[src/design/list_lookup_first_index_core_macros.svh]
`ifndef LIST_LOOKUP_FIRST_INDEX_CORE_MACROS_SVH
`define LIST_LOOKUP_FIRST_INDEX_CORE_MACROS_SVH

// Same-cycle implication, checked outside reset.
`define LLFI_ASSERT_NOW(label, pre, post) \
  label: assert property (@(posedge clk) disable iff (rst) (pre) |-> (post)) \
    else $error("llfi assertion failed");

// Next-cycle implication, checked outside reset.
`define LLFI_ASSERT_NEXT(label, pre, post) \
  label: assert property (@(posedge clk) disable iff (rst) (pre) |=> (post)) \
    else $error("llfi assertion failed");

`endif

[src/design/llfi_pkg.sv]
package llfi_pkg;

  // Operation codes.
  localparam logic [1:0] OP_CLEAR  = 2'd0;
  localparam logic [1:0] OP_INSERT = 2'd1;
  localparam logic [1:0] OP_PROBE  = 2'd2;

  localparam int TABLE_DEPTH_DEF = 1024;
  localparam int KEY_BITS_DEF    = 64;
  localparam int KEY_W           = 64;
  localparam int POS_W           = 10;

  typedef struct packed {
    logic [1:0]       operation;
    logic [KEY_W-1:0] key;
  } req_t;

  typedef struct packed {
    logic             found;
    logic [POS_W-1:0] position;
    logic             overflow;
  } rsp_t;

endpackage

[src/design/llfi_front.sv]
module llfi_front (
  input  logic          clk,
  input  logic          rst,
  input  logic          req_valid,
  output logic          req_stall,
  input  llfi_pkg::req_t req,
  output logic          q_valid,
  input  logic          q_pop,
  output llfi_pkg::req_t q_item
);
  import llfi_pkg::*;

  req_t       slots [2];
  logic       wr_ptr;
  logic       rd_ptr;
  logic [1:0] fill;
  logic       push;

  // Accept transactions until both slots hold work for the back end.
  assign req_stall = (fill == 2'd2);
  assign push      = req_valid && !req_stall;
  assign q_valid   = (fill != 2'd0);
  assign q_item    = slots[rd_ptr];

  // Each accepted transaction goes unchanged into the slot the write pointer selects.
  always_ff @(posedge clk) begin
    if (push) begin
      slots[wr_ptr] <= req;
    end
  end

  always_ff @(posedge clk) begin
    if (rst) begin
      wr_ptr <= 1'b0;
      rd_ptr <= 1'b0;
      fill   <= 2'd0;
    end else begin
      if (push) begin
        wr_ptr <= !wr_ptr;
      end
      if (q_pop) begin
        rd_ptr <= !rd_ptr;
      end
      fill <= fill + 2'(push) - 2'(q_pop);
    end
  end

endmodule

[config.mk]
export PLATFORM = sky130hd
export DESIGN_NAME = llfi_front
export DESIGN_NICKNAME = d
export VERILOG_FILES = /design/src/design/list_lookup_first_index_core_macros.svh /design/src/design/llfi_pkg.sv /design/src/design/llfi_front.sv
export SDC_FILE = /design/constraint.sdc
export NUM_CORES = 1
export LEC_CHECK = 0
export ABC_CLOCK_PERIOD_IN_PS = 4100
export BUFFER_PORTS_ARGS = -buffer_cell sky130_fd_sc_hd__buf_2
export CAP_MARGIN = 20
export CORE_AREA = 2 2 105 107
export CTS_CLUSTER_DIAMETER = 120
export DETAILED_ROUTE_END_ITERATION = 8
export DIE_AREA = 0 0 107 109
export HOLD_SLACK_MARGIN = 0.1
export PLACE_DENSITY_LB_ADDON = 0.15
export SLEW_MARGIN = 5
export SYNTH_ARGS = -nofsm -noshare
export SYNTH_HDL_FRONTEND = slang
export SYNTH_SLANG_ARGS = --single-unit
[constraint.sdc]
create_clock -name clk -period 4.1 [get_ports clk]
set_input_delay 1.23 -clock clk [delete_from_list [all_inputs] [get_ports clk]]
set_output_delay 1.23 -clock clk [all_outputs]
set_load 0.03 [all_outputs]
=== Word-level counts from Yosys, hierarchy flattened ===
Memories as Yosys holds them, arrays and structs flattened. A register that Yosys moved wholly into a read port is not among the register bits.
Cells that the tools add are included.

* Mux-type cells: 4
* $add $sub $neg: 2
* Eq/ne operators: 1
* Reductions and logical operators: 5

{| class="wikitable"
|+ Operators with widths
! kind !! count
|-
| 1-bit two-way mux || 4
|-
| 1-bit logical NOT || 3
|-
| 2-bit by 1-bit adder with 2-bit output || 1
|-
| 2-bit equality test (second input constant) || 1
|-
| 2-bit nonzero test || 1
|-
| 2-bit by 1-bit subtractor with 2-bit output || 1
|-
| 1-bit logical AND || 1
|}

* Bits in writable memories: 132
* Input port bits: 70
* Memories: 1
* Flip-flop bits (word level): 4
* Word-level logic and storage cells: 16

{| class="wikitable"
|+ Memories
! name !! words !! width !! read ports !! clocked after Yosys merged registers in !! write ports !! line !! RTL
|-
| slots || 2 || 66 || 1 || 1 || 1 || llfi_front.sv:13 || <nowiki>req_t slots [2];</nowiki>
|}

=== Logic depth before layout (Yosys ltp) ===
* Depth after elaboration: 5
* Depth in mapped cells: 8

=== Least setup slack after synthesis ===
Ideal clock, no wire load.

* Kind: input -> register
* Start: input port req_valid
* End: memory slots[0][0] in the netlist's numbering, enable pin
* Data required time: 3680 ps
* Cell stages on the path: 3
* Path slack: 766 ps
* Data arrival time: 2914 ps
* Path buffers: 0
* Setup time: 420 ps
* Path through: inv_1 -> or3_1 -> inv_1

* Word-level cells in the longest chain between the ends: 3

{| class="wikitable"
|+ RTL lines
! what !! line !! RTL
|-
| start: declaration || llfi_front.sv:4 || <nowiki>input logic req_valid,</nowiki>
|-
| 1-bit logical AND || llfi_front.sv:21 || <nowiki>assign push = req_valid && !req_stall;</nowiki>
|-
| 1-bit two-way mux || llfi_front.sv:27 || <nowiki>if (push) begin</nowiki>
|-
| 1-bit two-way mux (not written as such) || llfi_front.sv:28 || <nowiki>slots[wr_ptr] <= req;</nowiki>
|-
| end: declaration || llfi_front.sv:13 ||
|}

No other way between the ends.

==> impl_metrics.tcl <==
set metrics [dict create \
    clk_latency_ns 0.50 \
    routed-via-count 2560 \
    num_antenna_cells 0 \
    setup_tns_ns 0 \
    hold_viol 0 \
    cts-resized-gates 0 \
    crit_fanout 42 \
    fmax_mhz 301 \
    fin_worst_skew_ns 0.00573 \
    cp.arrival_ns 2.09 \
    max-vdd-ir-drop_mv 0.376 \
    synth_area_um2 5150 \
    worst_slew_pin_slew_ns 0.916 \
    drv_cap 0 \
    clkTransAtPathRegs_ns 0.05 \
    numCtsBuffers 17 \
    rsz0062_at_grt "no" \
    dp_hpwl_um 5310 \
    routed_wl_um 8400 \
    start_kind "flip-flop" \
    ys_seq_elements 137 \
    setup_ws_ns 0.776 \
    synth_warnings 0 \
    clockBufferDepth 2 \
    syn_to_final_growth_pct 27.5 \
    yosysSeqAreaShare_pct 78.9 \
    synth_top_area_share_pct 77.0 \
    ys_top_cells_by_area "edfxtp_1, mux2_4, mux2_2" \
    crit_end "q_item[31]" \
    reg2reg_slack_ns 2.30 \
    h-tree-depth 4 \
    io_buffers 137 \
    grt_max_degree 67 \
    layout_common_cells "buf_2, edfxtp_1, mux2_4" \
    design_area_um2 6560 \
    post-cts-setup-buffers 0 \
    worstPathRequired_ns 2.87 \
    hold_buffers 0 \
    avgSynthCellArea_um2 22.4 \
    die_h_um 109 \
    synth_fp_nets 302 \
    leakage_nw 2.59 \
    ys_types 20 \
    ant_nets 0 \
    power_frac_seq_pct 45.1 \
    place_congestion 0.694 \
    io_pins 138 \
    cts_tree "yes" \
    route.detailed.wl_per_inst_um 15.7 \
    setup_viol 0 \
    dpl_cell_area_um2 5990 \
    grt_pass1_wl_um 12700 \
    r2r.worst_path.cells 5 \
    status "finished clean" \
    clockPowerShare_pct 35.8 \
    pre_cts_ws_ns 1.25 \
    hp-class "flip-flop to flip-flop" \
    max_stage_delay_ns 0.78 \
    firstDrtPassIters 4 \
    reg2reg_to "slots[0][49]" \
    track_usage_pct 14.9 \
    drv_slew 0 \
    cts_sinks 137 \
    critPathSlowestCell "dfxtp_4" \
    power_density_nw_per_um2 615 \
    holdWs_ns 0.510 \
    period_share_pct 81.1 \
    drcViolationCount 0 \
    initial_core_util_pct 48.6 \
    drive_gt1_share_pct 60.4 \
    cp-end-kind "primary output" \
    share_comb_of_total_power_pct 19.2 \
    grt_overflow_total 0 \
    drt_iter0_drc 69 \
    p_sw_mw 1.06 \
    synth_area_leader_cell "edfxtp_1" \
    worstReg2RegStart "fill[0]" \
    rows 38 \
    crit_type "flip-flop to primary output" \
    core_um2 10600 \
    switching_share_pct 26.1 \
    die_w_um 107 \
    slew_headroom_pct 38.9 \
    via_per_inst 4.78 \
    fp.dieArea_um2 11700 \
    antenna_found_initial 0 \
    synth_cells 230 \
    period_minus_slack_ns 3.32 \
    final_core_util_pct 61.9 \
    grt_pass1_vias 2649 \
    cell_internal_pwr_mw 2.98 \
    cts_root_buffer "clkbuf_8" \
    finalNetCount 455 \
    cp_cell_sequence "buf_4, mux2_4, buf_2" \
    layout_commonest_cell "buf_2" \
]
-- stage by stage --
stage          cells  total power, mW
3_5_place_dp     504             2.64
4_1_cts          536             4.09
5_1_grt          536             4.20
2_1_floorplan    230             2.41
6_report         536             4.04
3_3_place_gp     504             2.62
-- sequential cells by signal, indices dropped and copies added, names as in the netlist, named ones only --
name    cells
rd_ptr      1
slots     132
wr_ptr      1
fill        2
-- final cells by class --
class,instances,area [um2]
Clock buffer,23,447
Clock inverter,9,123
Fill cell,791,4040
Inverter,4,15.0
Multi-Input combinational cell,82,1010
Sequential cell,137,4070
Tap cell,140,175
Timing Repair Buffer,141,728
-- power by group through the flow --
| stage | Combinational [mW] | Clock [mW] | Sequential (mW) |
|---|---|---|---|
| floorplan | 0.592 | 0 | 1.82 |
| global placement | 0.779 | 0 | 1.84 |
| detailed placement | 0.785 | 0 | 1.85 |
| CTS | 0.788 | 1.48 | 1.82 |
| global route | 0.827 | 1.54 | 1.84 |
| finish | 0.774 | 1.44 | 1.82 |
-- routing by layer --
metal  vias up  GRT usage (%)  part of all wire [%]
met2       100           23.8                    48
li1       1211              -                     -
met3         8           6.04                   7.4
met4         0           6.49                   1.3
met5         -              0                     0
met1      1241           17.9                    43
-- cell families (layout without fill, tap and decap cells) --
logic type | Yosys count | count (layout) | synth area share, %
flip-flops | 137 | 137 | 78.9
multiplexers | 66 | 66 | 17.3
buffers and inverters | 11 | 177 | 1.58
AND/OR/NAND/NOR | 9 | 9 | 0.972
XOR/XNOR | 3 | 3 | 0.510
adder cells (fa/ha/maj) | 2 | 2 | 0.486
AO/OA/AOI/OAI | 2 | 2 | 0.194
-- how the worst min path moves through the flow --
stage | start | end | slack (ns) | cells past startpoint
2_1_floorplan | wr_ptr | wr_ptr | 0.45 | 2
3_3_place_gp | wr_ptr | wr_ptr | 0.47 | 2
3_5_place_dp | wr_ptr | wr_ptr | 0.50 | 2
4_1_cts | wr_ptr | wr_ptr | 0.51 | 2
5_1_grt | wr_ptr | wr_ptr | 0.55 | 2
6_report | wr_ptr | wr_ptr | 0.51 | 2
-- synthesized netlist by cell type --
cell type / count
inv_1: 3
xnor2_1: 2
nand2b_2: 1
a21oi_1: 1
nor2b_1: 1
and3_2: 1
dfxtp_1: 5
nor2_1: 3
or2_2: 1
xor2_1: 1
nand2_1: 1
inv_2: 1
or3_1: 1
ha_1: 2
mux2_4: 40
buf_6: 5
buf_2: 2
mux2_2: 26
edfxtp_1: 132
o21ai_0: 1
-- critical path, delay by kind of cell (launching register included) --
family                 cells  cell delay, ns
DFF                        1            0.78
muxes                      1            0.31
buffers and inverters      2            0.49
Power figures use the tool's default switching activity.
